File: src/sv/dgr_pkg.sv
`timescale 1ns / 1ps

package dgr_pkg;

  localparam int DEPTH_W = 8;
  localparam int COLOR_W = 8;
  localparam int CNT_W   = 7;
  localparam int MIN_W   = 9;
  localparam int DIV_W   = 9;
  localparam int DIFF_W  = 10;
  localparam int CFG_AW  = 3;
  localparam int CFG_DW  = 32;

  localparam logic [DEPTH_W-1:0] SEG1_START = 8'd85;
  localparam logic [DEPTH_W-1:0] SEG2_START = 8'd170;
  localparam logic [6:0]         SEG2_LEN   = 7'd86;
  localparam logic [MIN_W-1:0]   MIN_RESET  = 9'd256;
  localparam logic [CNT_W-1:0]   CNT_RESET  = 7'd10;

  localparam logic [COLOR_W-1:0] COLOR_FULL = 8'd255;
  localparam logic [COLOR_W-1:0] COLOR_NONE = 8'd0;

  localparam logic REQ_STATS = 1'b0;
  localparam logic REQ_COLOR = 1'b1;

  localparam logic [CFG_AW-3:0] REG_CONTOUR_COUNT = '0;

  typedef struct packed {
    logic stat_upd;
    logic pix_load;
    logic dif_start;
    logic pix_start;
    logic dif_store;
    logic res_load;
  } dgr_cmd_t;

  typedef struct packed {
    logic dirty;
    logic div_done;
    logic skip;
    logic out_free;
  } dgr_sts_t;

endpackage

File: src/sv/dgr_if.sv
`timescale 1ns / 1ps

interface dgr_in_if;
  import dgr_pkg::*;

  logic               valid;
  logic               ready;
  logic               req_type;
  logic [DEPTH_W-1:0] depth;
  logic               frame_start;

  modport source (output valid, req_type, depth, frame_start, input ready);
  modport sink (input valid, req_type, depth, frame_start, output ready);
endinterface

interface dgr_out_if;
  import dgr_pkg::*;

  logic               valid;
  logic               ready;
  logic [COLOR_W-1:0] red;
  logic [COLOR_W-1:0] green;
  logic [COLOR_W-1:0] blue;
  logic               on_contour;

  modport source (output valid, red, green, blue, on_contour, input ready);
  modport sink (input valid, red, green, blue, on_contour, output ready);
endinterface

File: src/sv/dgr_div.sv
`timescale 1ns / 1ps

module dgr_div (
  input  logic                       clk,
  input  logic                       rst_n,
  input  logic                       start,
  input  logic [dgr_pkg::DIV_W-1:0]  dividend,
  input  logic [dgr_pkg::DIV_W-1:0]  divisor,
  output logic                       done,
  output logic [dgr_pkg::DIV_W-1:0]  quo,
  output logic [dgr_pkg::DIV_W-1:0]  rem
);
  import dgr_pkg::*;

  localparam int STEP_W = $clog2(DIV_W + 1);

  logic [STEP_W-1:0] step_r, step_nxt;
  logic              done_r, done_nxt;
  logic [DIV_W-1:0]  quo_r, quo_nxt;
  logic [DIV_W-1:0]  rem_r, rem_nxt;
  logic [DIV_W-1:0]  dvs_r, dvs_nxt;
  logic [DIV_W:0]    shifted;
  logic [DIV_W:0]    trial;

  // Restoring division, one quotient bit per cycle.
  assign shifted = {rem_r, quo_r[DIV_W-1]};
  assign trial   = shifted - {1'b0, dvs_r};

  always_comb begin
    step_nxt = step_r;
    quo_nxt  = quo_r;
    rem_nxt  = rem_r;
    dvs_nxt  = dvs_r;
    done_nxt = 1'b0;
    if (start) begin
      step_nxt = STEP_W'(DIV_W);
      quo_nxt  = dividend;
      rem_nxt  = '0;
      dvs_nxt  = divisor;
    end else if (step_r != '0) begin
      step_nxt = step_r - 1'b1;
      done_nxt = (step_r == STEP_W'(1));
      if (!trial[DIV_W]) begin
        rem_nxt = trial[DIV_W-1:0];
        quo_nxt = {quo_r[DIV_W-2:0], 1'b1};
      end else begin
        rem_nxt = shifted[DIV_W-1:0];
        quo_nxt = {quo_r[DIV_W-2:0], 1'b0};
      end
    end
  end

  always_ff @(posedge clk) begin
    if (!rst_n) begin
      step_r <= '0;
      done_r <= 1'b0;
    end else begin
      step_r <= step_nxt;
      done_r <= done_nxt;
    end
    quo_r <= quo_nxt;
    rem_r <= rem_nxt;
    dvs_r <= dvs_nxt;
  end

  assign done = done_r;
  assign quo  = quo_r;
  assign rem  = rem_r;

endmodule

File: src/sv/dgr_ctrl.sv
`timescale 1ns / 1ps

module dgr_ctrl (
  input  logic              clk,
  input  logic              rst_n,
  input  logic              in_valid,
  input  logic              in_req_type,
  output logic              in_ready,
  input  dgr_pkg::dgr_sts_t sts,
  output dgr_pkg::dgr_cmd_t cmd
);
  import dgr_pkg::*;

  typedef enum logic [2:0] {
    S_IDLE,
    S_CHECK,
    S_DIF,
    S_PIX,
    S_EMIT
  } state_t;

  state_t state_r, state_nxt;

  always_comb begin
    state_nxt = state_r;
    cmd       = '0;
    unique case (state_r)
      S_IDLE: begin
        if (in_valid) begin
          if (in_req_type == REQ_STATS) begin
            cmd.stat_upd = 1'b1;
          end else begin
            cmd.pix_load = 1'b1;
            state_nxt    = S_CHECK;
          end
        end
      end
      S_CHECK: begin
        if (sts.dirty) begin
          cmd.dif_start = 1'b1;
          state_nxt     = S_DIF;
        end else if (sts.skip) begin
          state_nxt = S_EMIT;
        end else begin
          cmd.pix_start = 1'b1;
          state_nxt     = S_PIX;
        end
      end
      S_DIF: begin
        if (sts.div_done) begin
          cmd.dif_store = 1'b1;
          state_nxt     = S_CHECK;
        end
      end
      S_PIX: begin
        if (sts.div_done) begin
          state_nxt = S_EMIT;
        end
      end
      S_EMIT: begin
        if (sts.out_free) begin
          cmd.res_load = 1'b1;
          state_nxt    = S_IDLE;
        end
      end
      default: state_nxt = S_IDLE;
    endcase
  end

  always_ff @(posedge clk) begin
    if (!rst_n) begin
      state_r <= S_IDLE;
    end else begin
      state_r <= state_nxt;
    end
  end

  assign in_ready = (state_r == S_IDLE);

endmodule

File: src/sv/dgr_dp.sv
`timescale 1ns / 1ps

module dgr_dp (
  input  logic                         clk,
  input  logic                         rst_n,
  input  logic [dgr_pkg::DEPTH_W-1:0]  in_depth,
  input  logic                         in_frame_start,
  input  logic                         cfg_wr,
  input  logic [dgr_pkg::CNT_W-1:0]    cfg_wdata,
  output logic [dgr_pkg::CNT_W-1:0]    cnt,
  input  dgr_pkg::dgr_cmd_t            cmd,
  output dgr_pkg::dgr_sts_t            sts,
  output logic                         out_valid,
  input  logic                         out_ready,
  output logic [dgr_pkg::COLOR_W-1:0]  out_red,
  output logic [dgr_pkg::COLOR_W-1:0]  out_green,
  output logic [dgr_pkg::COLOR_W-1:0]  out_blue,
  output logic                         out_on_contour
);
  import dgr_pkg::*;

  logic [MIN_W-1:0]   frame_min_r, frame_min_nxt;
  logic [DEPTH_W-1:0] frame_max_r, frame_max_nxt;
  logic [CNT_W-1:0]   cnt_r;
  logic               dirty_r, dirty_nxt;
  logic [DEPTH_W-1:0] depth_r;
  logic [DIV_W-1:0]   m_abs_r;
  logic               m_neg_r;
  logic               out_valid_r, out_valid_nxt;
  logic [COLOR_W-1:0] red_r, green_r, blue_r;
  logic               on_r;

  logic [MIN_W-1:0]   min_base;
  logic [DEPTH_W-1:0] max_base;

  logic [DIV_W-1:0]   div_a, div_b, quo, rem;
  logic               div_done;

  logic [DIFF_W-1:0]  span, a;
  logic [DIV_W-1:0]   span_abs, a_abs;
  logic               a_zero, skip, fast_hit, slow_hit, hit;

  logic [DEPTH_W-1:0] t;
  logic [COLOR_W-1:0] t3;
  logic [6:0]         u;
  logic [8:0]         u3, g2;
  logic [1:0]         corr;
  logic [COLOR_W-1:0] ramp_r, ramp_g, ramp_b;

  // Statistics update; a frame restart folds the sample into fresh bounds.
  always_comb begin
    min_base      = in_frame_start ? MIN_RESET : frame_min_r;
    max_base      = in_frame_start ? '0 : frame_max_r;
    frame_min_nxt = ({1'b0, in_depth} < min_base) ? {1'b0, in_depth} : min_base;
    frame_max_nxt = (in_depth > max_base) ? in_depth : max_base;
  end

  // Signed level spacing numerator and pixel offset from the frame minimum.
  assign span     = {2'b00, frame_max_r} - {1'b0, frame_min_r};
  assign span_abs = span[DIFF_W-1] ? DIV_W'(-span) : span[DIV_W-1:0];
  assign a        = {2'b00, depth_r} - {1'b0, frame_min_r};
  assign a_abs    = a[DIFF_W-1] ? DIV_W'(-a) : a[DIV_W-1:0];
  assign a_zero   = (a == '0);

  assign div_a = cmd.dif_start ? span_abs : a_abs;
  assign div_b = cmd.dif_start ? {{(DIV_W-CNT_W){1'b0}}, cnt_r} : m_abs_r;

  dgr_div u_div (
    .clk      (clk),
    .rst_n    (rst_n),
    .start    (cmd.dif_start | cmd.pix_start),
    .dividend (div_a),
    .divisor  (div_b),
    .done     (div_done),
    .quo      (quo),
    .rem      (rem)
  );

  // A level is hit when the offset is a whole multiple k of the spacing with k < count.
  assign skip     = (cnt_r == '0) || (m_abs_r == '0) || a_zero ||
                    (a[DIFF_W-1] != m_neg_r);
  assign fast_hit = (cnt_r != '0) && a_zero;
  assign slow_hit = (rem == '0) && (quo < {{(DIV_W-CNT_W){1'b0}}, cnt_r});
  assign hit      = skip ? fast_hit : slow_hit;

  // Three segment ramp. The last segment is 86 long, so its green channel
  // is floor(255*u/86) = 3u - ceil(3u/86) with u = 86 - t.
  always_comb begin
    t      = depth_r;
    ramp_r = COLOR_NONE;
    ramp_g = COLOR_NONE;
    ramp_b = COLOR_NONE;
    if (depth_r < SEG1_START) begin
      t = depth_r;
    end else if (depth_r < SEG2_START) begin
      t = depth_r - SEG1_START;
    end else begin
      t = depth_r - SEG2_START;
    end
    t3   = COLOR_W'({t, 1'b0} + {1'b0, t});
    u    = SEG2_LEN - t[6:0];
    u3   = {1'b0, u, 1'b0} + {2'b00, u};
    corr = 2'd1 + {1'b0, (u >= 7'd29)} + {1'b0, (u >= 7'd58)};
    g2   = u3 - {7'd0, corr};
    if (depth_r < SEG1_START) begin
      ramp_g = t3;
      ramp_b = COLOR_FULL - t3;
    end else if (depth_r < SEG2_START) begin
      ramp_r = t3;
      ramp_g = COLOR_FULL;
    end else begin
      ramp_r = COLOR_FULL;
      ramp_g = g2[COLOR_W-1:0];
    end
  end

  always_comb begin
    dirty_nxt = dirty_r;
    if (cmd.dif_store) begin
      dirty_nxt = 1'b0;
    end
    if (cmd.stat_upd || cfg_wr) begin
      dirty_nxt = 1'b1;
    end
    out_valid_nxt = out_valid_r;
    if (out_ready) begin
      out_valid_nxt = 1'b0;
    end
    if (cmd.res_load) begin
      out_valid_nxt = 1'b1;
    end
  end

  always_ff @(posedge clk) begin
    if (!rst_n) begin
      frame_min_r <= MIN_RESET;
      frame_max_r <= '0;
      cnt_r       <= CNT_RESET;
      dirty_r     <= 1'b1;
      out_valid_r <= 1'b0;
    end else begin
      if (cmd.stat_upd) begin
        frame_min_r <= frame_min_nxt;
        frame_max_r <= frame_max_nxt;
      end
      if (cfg_wr) begin
        cnt_r <= cfg_wdata;
      end
      dirty_r     <= dirty_nxt;
      out_valid_r <= out_valid_nxt;
    end
    if (cmd.pix_load) begin
      depth_r <= in_depth;
    end
    // Spacing is trunc(span/count) + 1, kept as sign and magnitude.
    if (cmd.dif_store) begin
      if (!span[DIFF_W-1]) begin
        m_abs_r <= quo + 1'b1;
        m_neg_r <= 1'b0;
      end else if (quo == '0) begin
        m_abs_r <= DIV_W'(1);
        m_neg_r <= 1'b0;
      end else begin
        m_abs_r <= quo - 1'b1;
        m_neg_r <= (quo != DIV_W'(1));
      end
    end
    if (cmd.res_load) begin
      red_r   <= hit ? COLOR_NONE : ramp_r;
      green_r <= hit ? COLOR_NONE : ramp_g;
      blue_r  <= hit ? COLOR_NONE : ramp_b;
      on_r    <= hit;
    end
  end

  assign sts.dirty    = dirty_r;
  assign sts.div_done = div_done;
  assign sts.skip     = skip;
  assign sts.out_free = !out_valid_r || out_ready;

  assign cnt            = cnt_r;
  assign out_valid      = out_valid_r;
  assign out_red        = red_r;
  assign out_green      = green_r;
  assign out_blue       = blue_r;
  assign out_on_contour = on_r;

endmodule

File: src/sv/depth_gradient_relief_with_contours.sv
`timescale 1ns / 1ps

// Depth relief colorizer with contour lines.
// The input channel carries one depth sample per item. A statistics item
// (req_type 0) folds the depth into the frame minimum and maximum and gives
// no result; with frame_start set the bounds restart first. A color item
// (req_type 1) gives exactly one result item: a blue-green-yellow-red ramp
// color, or black with on_contour set when the depth lies on a contour level.
// Levels are spaced evenly between the frame bounds; contour_count, written
// over the APB port at byte address 0, sets how many there are.
// Statistics items are taken back to back. A color item waits for its result
// on the 9-step serial divider that checks the depth against the level spacing;
// when that check cannot hit (zero count or spacing, depth at the minimum or on
// the wrong side of it) the divider is skipped. After a statistics item or a
// register write the spacing itself is recomputed on that divider first.
// One item is worked on at a time. The result sits in an output register, so
// a stalled receiver holds only the next color item, and only at its end.
// Reset (synchronous, active low) restores the bounds to "no samples yet",
// the contour count to 10 and empties the output register.
module depth_gradient_relief_with_contours (
  input  logic                         clk,
  input  logic                         rst_n,
  dgr_in_if.sink                       in_ch,
  dgr_out_if.source                    out_ch,
  input  logic                         cfg_psel,
  input  logic                         cfg_penable,
  input  logic                         cfg_pwrite,
  input  logic [dgr_pkg::CFG_AW-1:0]   cfg_paddr,
  input  logic [dgr_pkg::CFG_DW-1:0]   cfg_pwdata,
  output logic [dgr_pkg::CFG_DW-1:0]   cfg_prdata,
  output logic                         cfg_pready
);
  import dgr_pkg::*;

  dgr_cmd_t         cmd;
  dgr_sts_t         sts;
  logic             cfg_hit;
  logic             cfg_wr;
  logic [CNT_W-1:0] cnt;

  // Only the word at offset zero is decoded; the low address bits select a
  // byte within it and are ignored.
  assign cfg_hit    = (cfg_paddr[CFG_AW-1:2] == REG_CONTOUR_COUNT);
  assign cfg_pready = 1'b1;
  assign cfg_wr     = cfg_psel && cfg_penable && cfg_pwrite && cfg_hit;
  assign cfg_prdata = cfg_hit ? {{(CFG_DW-CNT_W){1'b0}}, cnt} : '0;

  dgr_ctrl u_ctrl (
    .clk         (clk),
    .rst_n       (rst_n),
    .in_valid    (in_ch.valid),
    .in_req_type (in_ch.req_type),
    .in_ready    (in_ch.ready),
    .sts         (sts),
    .cmd         (cmd)
  );

  dgr_dp u_dp (
    .clk            (clk),
    .rst_n          (rst_n),
    .in_depth       (in_ch.depth),
    .in_frame_start (in_ch.frame_start),
    .cfg_wr         (cfg_wr),
    .cfg_wdata      (cfg_pwdata[CNT_W-1:0]),
    .cnt            (cnt),
    .cmd            (cmd),
    .sts            (sts),
    .out_valid      (out_ch.valid),
    .out_ready      (out_ch.ready),
    .out_red        (out_ch.red),
    .out_green      (out_ch.green),
    .out_blue       (out_ch.blue),
    .out_on_contour (out_ch.on_contour)
  );

endmodule
File: src/flat_wrapper.sv
// flat-port wrapper written by rule: the top's interface ports become plain ports
module depth_gradient_relief_with_contours_flat import dgr_pkg::*;
  (clk, rst_n, cfg_psel, cfg_penable, cfg_pwrite, cfg_paddr, cfg_pwdata, cfg_prdata, cfg_pready, in_ch_valid, in_ch_req_type, in_ch_depth, in_ch_frame_start, in_ch_ready, out_ch_valid, out_ch_red, out_ch_green, out_ch_blue, out_ch_on_contour, out_ch_ready);
  dgr_in_if in_ch_i ();
  dgr_out_if out_ch_i ();
  input  logic clk;
  input  logic rst_n;
  input  logic cfg_psel;
  input  logic cfg_penable;
  input  logic cfg_pwrite;
  input  logic [dgr_pkg::CFG_AW-1:0] cfg_paddr;
  input  logic [dgr_pkg::CFG_DW-1:0] cfg_pwdata;
  output logic [dgr_pkg::CFG_DW-1:0] cfg_prdata;
  output logic cfg_pready;
  input wire logic [$bits(in_ch_i.valid)-1:0] in_ch_valid;
  input wire logic [$bits(in_ch_i.req_type)-1:0] in_ch_req_type;
  input wire logic [$bits(in_ch_i.depth)-1:0] in_ch_depth;
  input wire logic [$bits(in_ch_i.frame_start)-1:0] in_ch_frame_start;
  output wire logic [$bits(in_ch_i.ready)-1:0] in_ch_ready;
  output wire logic [$bits(out_ch_i.valid)-1:0] out_ch_valid;
  output wire logic [$bits(out_ch_i.red)-1:0] out_ch_red;
  output wire logic [$bits(out_ch_i.green)-1:0] out_ch_green;
  output wire logic [$bits(out_ch_i.blue)-1:0] out_ch_blue;
  output wire logic [$bits(out_ch_i.on_contour)-1:0] out_ch_on_contour;
  input wire logic [$bits(out_ch_i.ready)-1:0] out_ch_ready;
  assign in_ch_i.valid = in_ch_valid;
  assign in_ch_i.req_type = in_ch_req_type;
  assign in_ch_i.depth = in_ch_depth;
  assign in_ch_i.frame_start = in_ch_frame_start;
  assign in_ch_ready = in_ch_i.ready;
  assign out_ch_valid = out_ch_i.valid;
  assign out_ch_red = out_ch_i.red;
  assign out_ch_green = out_ch_i.green;
  assign out_ch_blue = out_ch_i.blue;
  assign out_ch_on_contour = out_ch_i.on_contour;
  assign out_ch_i.ready = out_ch_ready;
  depth_gradient_relief_with_contours u_core (.clk(clk), .rst_n(rst_n), .in_ch(in_ch_i), .out_ch(out_ch_i), .cfg_psel(cfg_psel), .cfg_penable(cfg_penable), .cfg_pwrite(cfg_pwrite), .cfg_paddr(cfg_paddr), .cfg_pwdata(cfg_pwdata), .cfg_prdata(cfg_prdata), .cfg_pready(cfg_pready));
endmodule
File: config.mk
export PLATFORM = sky130hd
export DESIGN_NAME = depth_gradient_relief_with_contours_flat
export DESIGN_NICKNAME = d
export VERILOG_FILES = /design/src/sv/dgr_pkg.sv /design/src/sv/dgr_if.sv /design/src/sv/dgr_div.sv /design/src/sv/dgr_ctrl.sv /design/src/sv/dgr_dp.sv /design/src/sv/depth_gradient_relief_with_contours.sv /design/src/flat_wrapper.sv
export SDC_FILE = /design/constraint.sdc
export NUM_CORES = 1
export LEC_CHECK = 0
export ABC_AREA = 1
export BUFFER_PORTS_ARGS = -buffer_cell sky130_fd_sc_hd__buf_2
export CAP_MARGIN = 15
export CORE_MARGIN = 5
export CORE_UTILIZATION = 42
export CTS_CLUSTER_DIAMETER = 50
export DETAILED_ROUTE_END_ITERATION = 8
export PLACE_DENSITY = 0.61
export RECOVER_POWER = 25
export SYNTH_ARGS = -nofsm -noshare
export SYNTH_HDL_FRONTEND = slang
export SYNTH_HIERARCHICAL = 1
export SYNTH_SLANG_ARGS = --single-unit
File: constraint.sdc
create_clock -name clk -period 16.15 [get_ports clk]
set_input_delay 1.615 -clock clk [delete_from_list [all_inputs] [get_ports clk]]
set_output_delay 1.615 -clock clk [all_outputs]
set_load 0.01 [all_outputs]
Yosys cells after proc, flatten, opt, wreduce, memory -nomap -nowiden
Cells that the tools add are included.

Mux-type cells: 45. Magnitude comparators: 7. Bitwise gates (word level): 6. Equal/unequal tests: 12. Add/sub/neg operators: 17. Reduce and logical (&&, ||, !) cells: 28.

Operator list (number): two-way mux 9 bit (10); two-way mux 8 bit (7); zero test 9 bit (3); two-way mux 3 bit (7); subtractor 8 x 9 -> 10 bit (2); negator 9 bit (2); one-hot mux 3 bit (5 select lines) (1); two-way mux 7 bit (2); two-way mux 1 bit (13); zero test 10 bit (1); OR reduction 2 bit (5); subtractor 10 x 9 -> 10 bit (1); adder 9 x 1 -> 9 bit (second input constant) (1); less-than comparator 8 x 9 -> 1 bit (1); less-than comparator 9 x 7 -> 1 bit (1); inequality test 9 x 1 -> 1 bit (second input constant) (1); subtractor 9 x 1 -> 9 bit (second input constant) (1); adder 8 x 7 -> 8 bit (1); adder 8 bit (1); > comparator 8 bit (1); less-than comparator 8 x 7 -> 1 bit (second input constant) (1); less-than comparator 8 bit (second input constant) (1); two-way mux 4 bit (2); inequality test 2 bit (second input constant) (4); 29 further kinds (45).

Bits of input ports: 52. Logic and storage cells: 135. Bits in registers: 104.

Longest topological paths before layout
Word-level depth: 10. Gate-level depth with buffers: 32.

Modules after synthesis
The synthesis kept the hierarchy.

Modules (own cells, without submodules): dgr_dp (sequential area each 1811.7 µm², area each 6389.9 µm², cells each 869, instances 1); dgr_div (sequential area each 820.8 µm², area each 2014.4 µm², cells each 268, instances 1); depth_gradient_relief_with_contours (sequential area each 0.0 µm², area each 286.5 µm², cells each 47, instances 1); dgr_ctrl (sequential area each 60.1 µm², area each 237.7 µm², cells each 41, instances 1).

Least setup slack after synthesis
OpenSTA, ideal clock, no wires.

Path kind: register to register. From: register u_core.u_dp.depth_r[1]. To: register u_core.u_dp.green_r[7], in the netlist u_core/u_dp/out_green[7] (data pin). Setup slack: 11.008 ns. Cell stages (with the launch flop): 28. Setup time: 0.256 ns. Arrival: 4.886 ns. Period minus slack after synthesis: 5.142 ns. Path buffers: 1. Cell sequence: edfxtp_1 inv_1 ha_1 o21ai_4 nand3_2 nand2_4 buf_6 o21ai_0 ha_1 xor2_1 inv_1 ha_1 a21o_1 a21boi_0 nand2_1 ha_1 xnor2_1 xor2_1 ha_1 fa_1 inv_1 o31ai_1 a21oi_1 inv_1 a21oi_1 xor2_1 o21ai_0 nand2_1.

Cells in the longest elaborated chain, start to end: 10.

RTL lines: start: declaration (RTL line dgr_dp.sv:26) `logic [DEPTH_W-1:0] depth_r;`; start signal: assignment (RTL line dgr_dp.sv:153) `depth_r <= in_depth;`; subtractor 8 bit (tied with other cells) (RTL line dgr_dp.sv:98) `t = depth_r - SEG2_START;`; two-way mux 8 bit (RTL line dgr_dp.sv:95) `end else if (depth_r < SEG2_START) begin`; two-way mux 8 bit (RTL line dgr_dp.sv:93) `if (depth_r < SEG1_START) begin`; subtractor 7 bit (RTL line dgr_dp.sv:101) `u = SEG2_LEN - t[6:0];`; >= comparator 7 x 5 -> 1 bit (RTL line dgr_dp.sv:103) `corr = 2'd1 + {1'b0, (u >= 7'd29)} + {1'b0, (u >= 7'd58)};`; adder 1 x 1 -> 2 bit (RTL line dgr_dp.sv:103); adder 2 x 1 -> 2 bit (RTL line dgr_dp.sv:103); subtractor 8 x 2 -> 8 bit (RTL line dgr_dp.sv:104) `g2 = u3 - {7'd0, corr};`; two-way mux 8 bit (RTL line dgr_dp.sv:108) `end else if (depth_r < SEG2_START) begin`; two-way mux 8 bit (RTL line dgr_dp.sv:105) `if (depth_r < SEG1_START) begin`; end signal: assignment (RTL line dgr_dp.sv:170) `green_r <= hit ? COLOR_NONE : ramp_g;`; end: declaration (RTL line dgr_dp.sv:30) `logic [COLOR_W-1:0] red_r, green_r, blue_r;`.

Parallel ways exist; a longest one is shown, timed or not. A chain may end at the register's enable or synchronous reset.

Worst setup path in the final report
From: register u_core.u_dp.depth_r[0]. To: register u_core.u_dp.green_r[7], in the netlist u_core/u_dp/out_green[7] (data pin).

The elaborated chain is that of the path after synthesis.

==> flow_metrics.env <==
export IMPL_post_cts_resized=0
export IMPL_hold_buffers=0
export IMPL_start_util=0.4261
export IMPL_cts_tree="yes"
export IMPL_yosysWarnings=6
export IMPL_switching_share=0.4968
export IMPL_slew_headroom=0.06710
export IMPL_place_ws_ns=10.02
export IMPL_layout_common_cells="255 x nand2_1, 196 x inv_1, 92 x nor2_1"
export IMPL_drv_cap=0
export IMPL_ys_ff_latch=104
export IMPL_fmax_mhz=162.8
export IMPL_post_cts_setup_buffers=0
export IMPL_power_frac_comb=0.628
export IMPL_synth_edf_count=61
export IMPL_ys_async_sr_fraction=0
export IMPL_setup_ws_ns=10.01
export IMPL_cts_inserted_buffers=9
export IMPL_arrival_ns=6.26
export IMPL_drt_iter0_markers=384
export IMPL_grt_pass1_vias=7109
export IMPL_totalNegativeSetupSlack_ns=0
export IMPL_via_per_inst=4.951
export IMPL_cp_required_ns=16.27
export IMPL_drcViolationCount=0
export IMPL_grt_max_degree=27
export IMPL_root_buffer="clkbuf_16"
export IMPL_rows=53
export IMPL_stdcell_area_um2=9652
export IMPL_power_per_cell_area_nw_per_um2=187.7
export IMPL_routedWlPerCell_um=13.31
export IMPL_tightest_slew_ns=1.399
export IMPL_hpwl_um=16450
export IMPL_p_leak_nw=4.712
export IMPL_finClkSkew_ns=0.01529
export IMPL_area_growth_pct=8.100
export IMPL_netlist_area_um2=8929
export IMPL_min_period_over_period=0.3803
export IMPL_clockBufferDepth=2
export IMPL_peakVddDrop_uv=60.38
export IMPL_layout_commonest_cell="nand2_1"
export IMPL_ys_flop_type="edfxtp_1"
export IMPL_port_buffers=58
export IMPL_die_h_um=155.8
export IMPL_seqPwrFrac=0.238
export IMPL_dr_pass1_iters=5
export IMPL_finalNetCount=1415
export IMPL_coreArea_um2=20960
export IMPL_grt_util_all_layers=0.1707
export IMPL_ioPinCount=112
export IMPL_vias=7679
export IMPL_die_w_um=155.8
export IMPL_setup_violations=0
export IMPL_layout_drive_gt1_share=0.1058
export IMPL_antenna_found_initial=0
export IMPL_whs_ns=0.4519
export IMPL_power_internal_mw=0.9114
export IMPL_detail_route_antenna_nets=0
export IMPL_ys_types=54
export IMPL_dp_cells=1534
export IMPL_hp_class="reg2reg"
export IMPL_final_util=0.4606
export IMPL_htreeDepth=3
export IMPL_overflow=0
export IMPL_crit_path_max_fanout=14
export IMPL_grt_pass1_wl_um=34330
export IMPL_postSynthAreaPerCell_um2=7.289
export IMPL_switchingPower_mw=0.8998
export IMPL_drv_slew=0
export IMPL_instances_no_fill=1551
export IMPL_crit_type="reg2reg"
export IMPL_place_area_um2=9358
export IMPL_rsz0062_at_grt="false"
export IMPL_clock_latency_ns=0.36
export IMPL_fin_crit_ns=6.143
export IMPL_routabilityCongestion=0.8897
export IMPL_status="complete, no violations"
export IMPL_power_share_clock=0.133
export IMPL_clock_sinks=104
export IMPL_finalPower_mw=1.811
export IMPL_yosysSeqAreaShare=0.3016
export IMPL_setup_worst_path_end_class="flop"
export IMPL_dieArea_um2=24270
export IMPL_startpoint_type="flop"
export IMPL_wl_um=20640
export IMPL_final_hold_violation_count=0
export IMPL_syn_inst=1225
export IMPL_antennaDiodeCount=0
export IMPL_clk_pin_slew_worst_paths_ns=0.08
[sequential cells by signal, indices dropped and copies added (netlist names), 3 cells and up]
register / cells
u_core/u_dp/out_green: 8
u_core/u_dp/u_div/rem: 9
u_core/u_dp/frame_max_r: 8
u_core/u_dp/depth_r: 8
u_core/u_dp/cnt: 7
u_core/u_dp/out_red: 8
u_core/u_dp/m_abs_r: 9
u_core/u_ctrl/state_r: 3
u_core/u_dp/u_div/dvs_r: 9
u_core/u_dp/frame_min_r: 9
u_core/u_dp/u_div/step_r: 4
u_core/u_dp/out_blue: 8
u_core/u_dp/u_div/quo: 9
[synthesized netlist by cell type, types with 8 or more instances]
| library cell | count | area (um2) |
|---|---|---|
| ha_1 | 87 | 1089 |
| buf_4 | 32 | 240.2 |
| o21ai_0 | 78 | 390.4 |
| dfxtp_1 | 43 | 860.8 |
| inv_1 | 194 | 728.2 |
| nor3_1 | 17 | 85.08 |
| clkbuf_1 | 13 | 48.80 |
| nand2_2 | 15 | 93.84 |
| nand2_1 | 255 | 957.2 |
| nand3_1 | 90 | 450.4 |
| a21oi_1 | 69 | 345.3 |
| nor2_1 | 90 | 337.8 |
| edfxtp_1 | 61 | 1832 |
| xor2_1 | 26 | 227.7 |
| a211oi_1 | 8 | 60.06 |
| nor4_1 | 8 | 50.05 |
| inv_2 | 17 | 63.81 |
| nand4_1 | 13 | 81.33 |
[cell type report]
type                    instances  area (um2)
fillers                      2186       11300
multi-input cells             880        5180
flip-flops and latches        104        2693
inverters                     212       795.8
well taps                     275       344.1
repair buffers                 64       304.0
clock buffers                   9       225.2
clock inverters                 7       110.1
[logic make-up (layout without fill, tap and decap cells)]
logic type,count (synthesis),count (layout),share of synthesized area
buffers and inverters,265,292,0.1278
XOR/XNOR,38,38,0.04148
AND/OR/NAND/NOR,526,526,0.2688
adder cells (fa/ha/maj),92,92,0.1331
other,2,26,0.0008411
flip-flops,104,104,0.3016
AO/OA/AOI/OAI,198,198,0.1264
[per-layer routing]
metal  up-vias  wire, um  GRT usage
li1       4042         -          -
met1      3509      9843     0.2306
met2       116      9857     0.2930
met3        12       752    0.02497
met4         0       186    0.03251
met5         -         0          0
[power groups by stage]
stage	sequential [mW]	clock [mW]	combinational [mW]
2_1_floorplan	0.415	0	0.919
3_3_place_gp	0.437	0	1.13
3_5_place_dp	0.438	0	1.14
4_1_cts	0.433	0.249	1.15
5_1_grt	0.439	0.260	1.32
6_report	0.432	0.242	1.14
[path summary, 6_finish.rpt]
kind	slack [ns]	endpoint	start	depth (start not counted)
setup / recovery	10.01	u_core/u_dp/out_green[7]$_SDFFCE_PP0P_	u_core/u_dp/depth_r[0]$_DFFE_PP_	26
hold / removal	0.45	u_core/u_dp/u_div/done$_SDFF_PP0_	u_core/u_dp/u_div/step_r[2]$_SDFFE_PP0N_	1
setup reg to reg	10.01	u_core/u_dp/out_green[7]$_SDFFCE_PP0P_	u_core/u_dp/depth_r[0]$_DFFE_PP_	26
hold reg to reg	0.45	u_core/u_dp/u_div/done$_SDFF_PP0_	u_core/u_dp/u_div/step_r[2]$_SDFFE_PP0N_	1
[worst max-delay path, stage by stage, from the launching register on]
cell and delay (ns):
edfxtp_1 0.54, inv_1 0.26, ha_1 0.32, o21ai_4 0.11, nand3_2 0.09, nand2_4 0.13
o21ai_0 0.80, ha_1 0.44, xor2_1 0.38, inv_1 0.15, ha_1 0.22, a21o_1 0.17
a21boi_0 0.15, nand2_1 0.08, ha_1 0.22, xnor2_1 0.20, xor2_1 0.17, ha_1 0.21
fa_1 0.20, inv_1 0.06, o31ai_1 0.35, a21oi_1 0.12, inv_1 0.07, a21oi_1 0.07
xor2_1 0.16, o21ai_0 0.18, nand2_1 0.07
(Power assumes the default switching activity.)
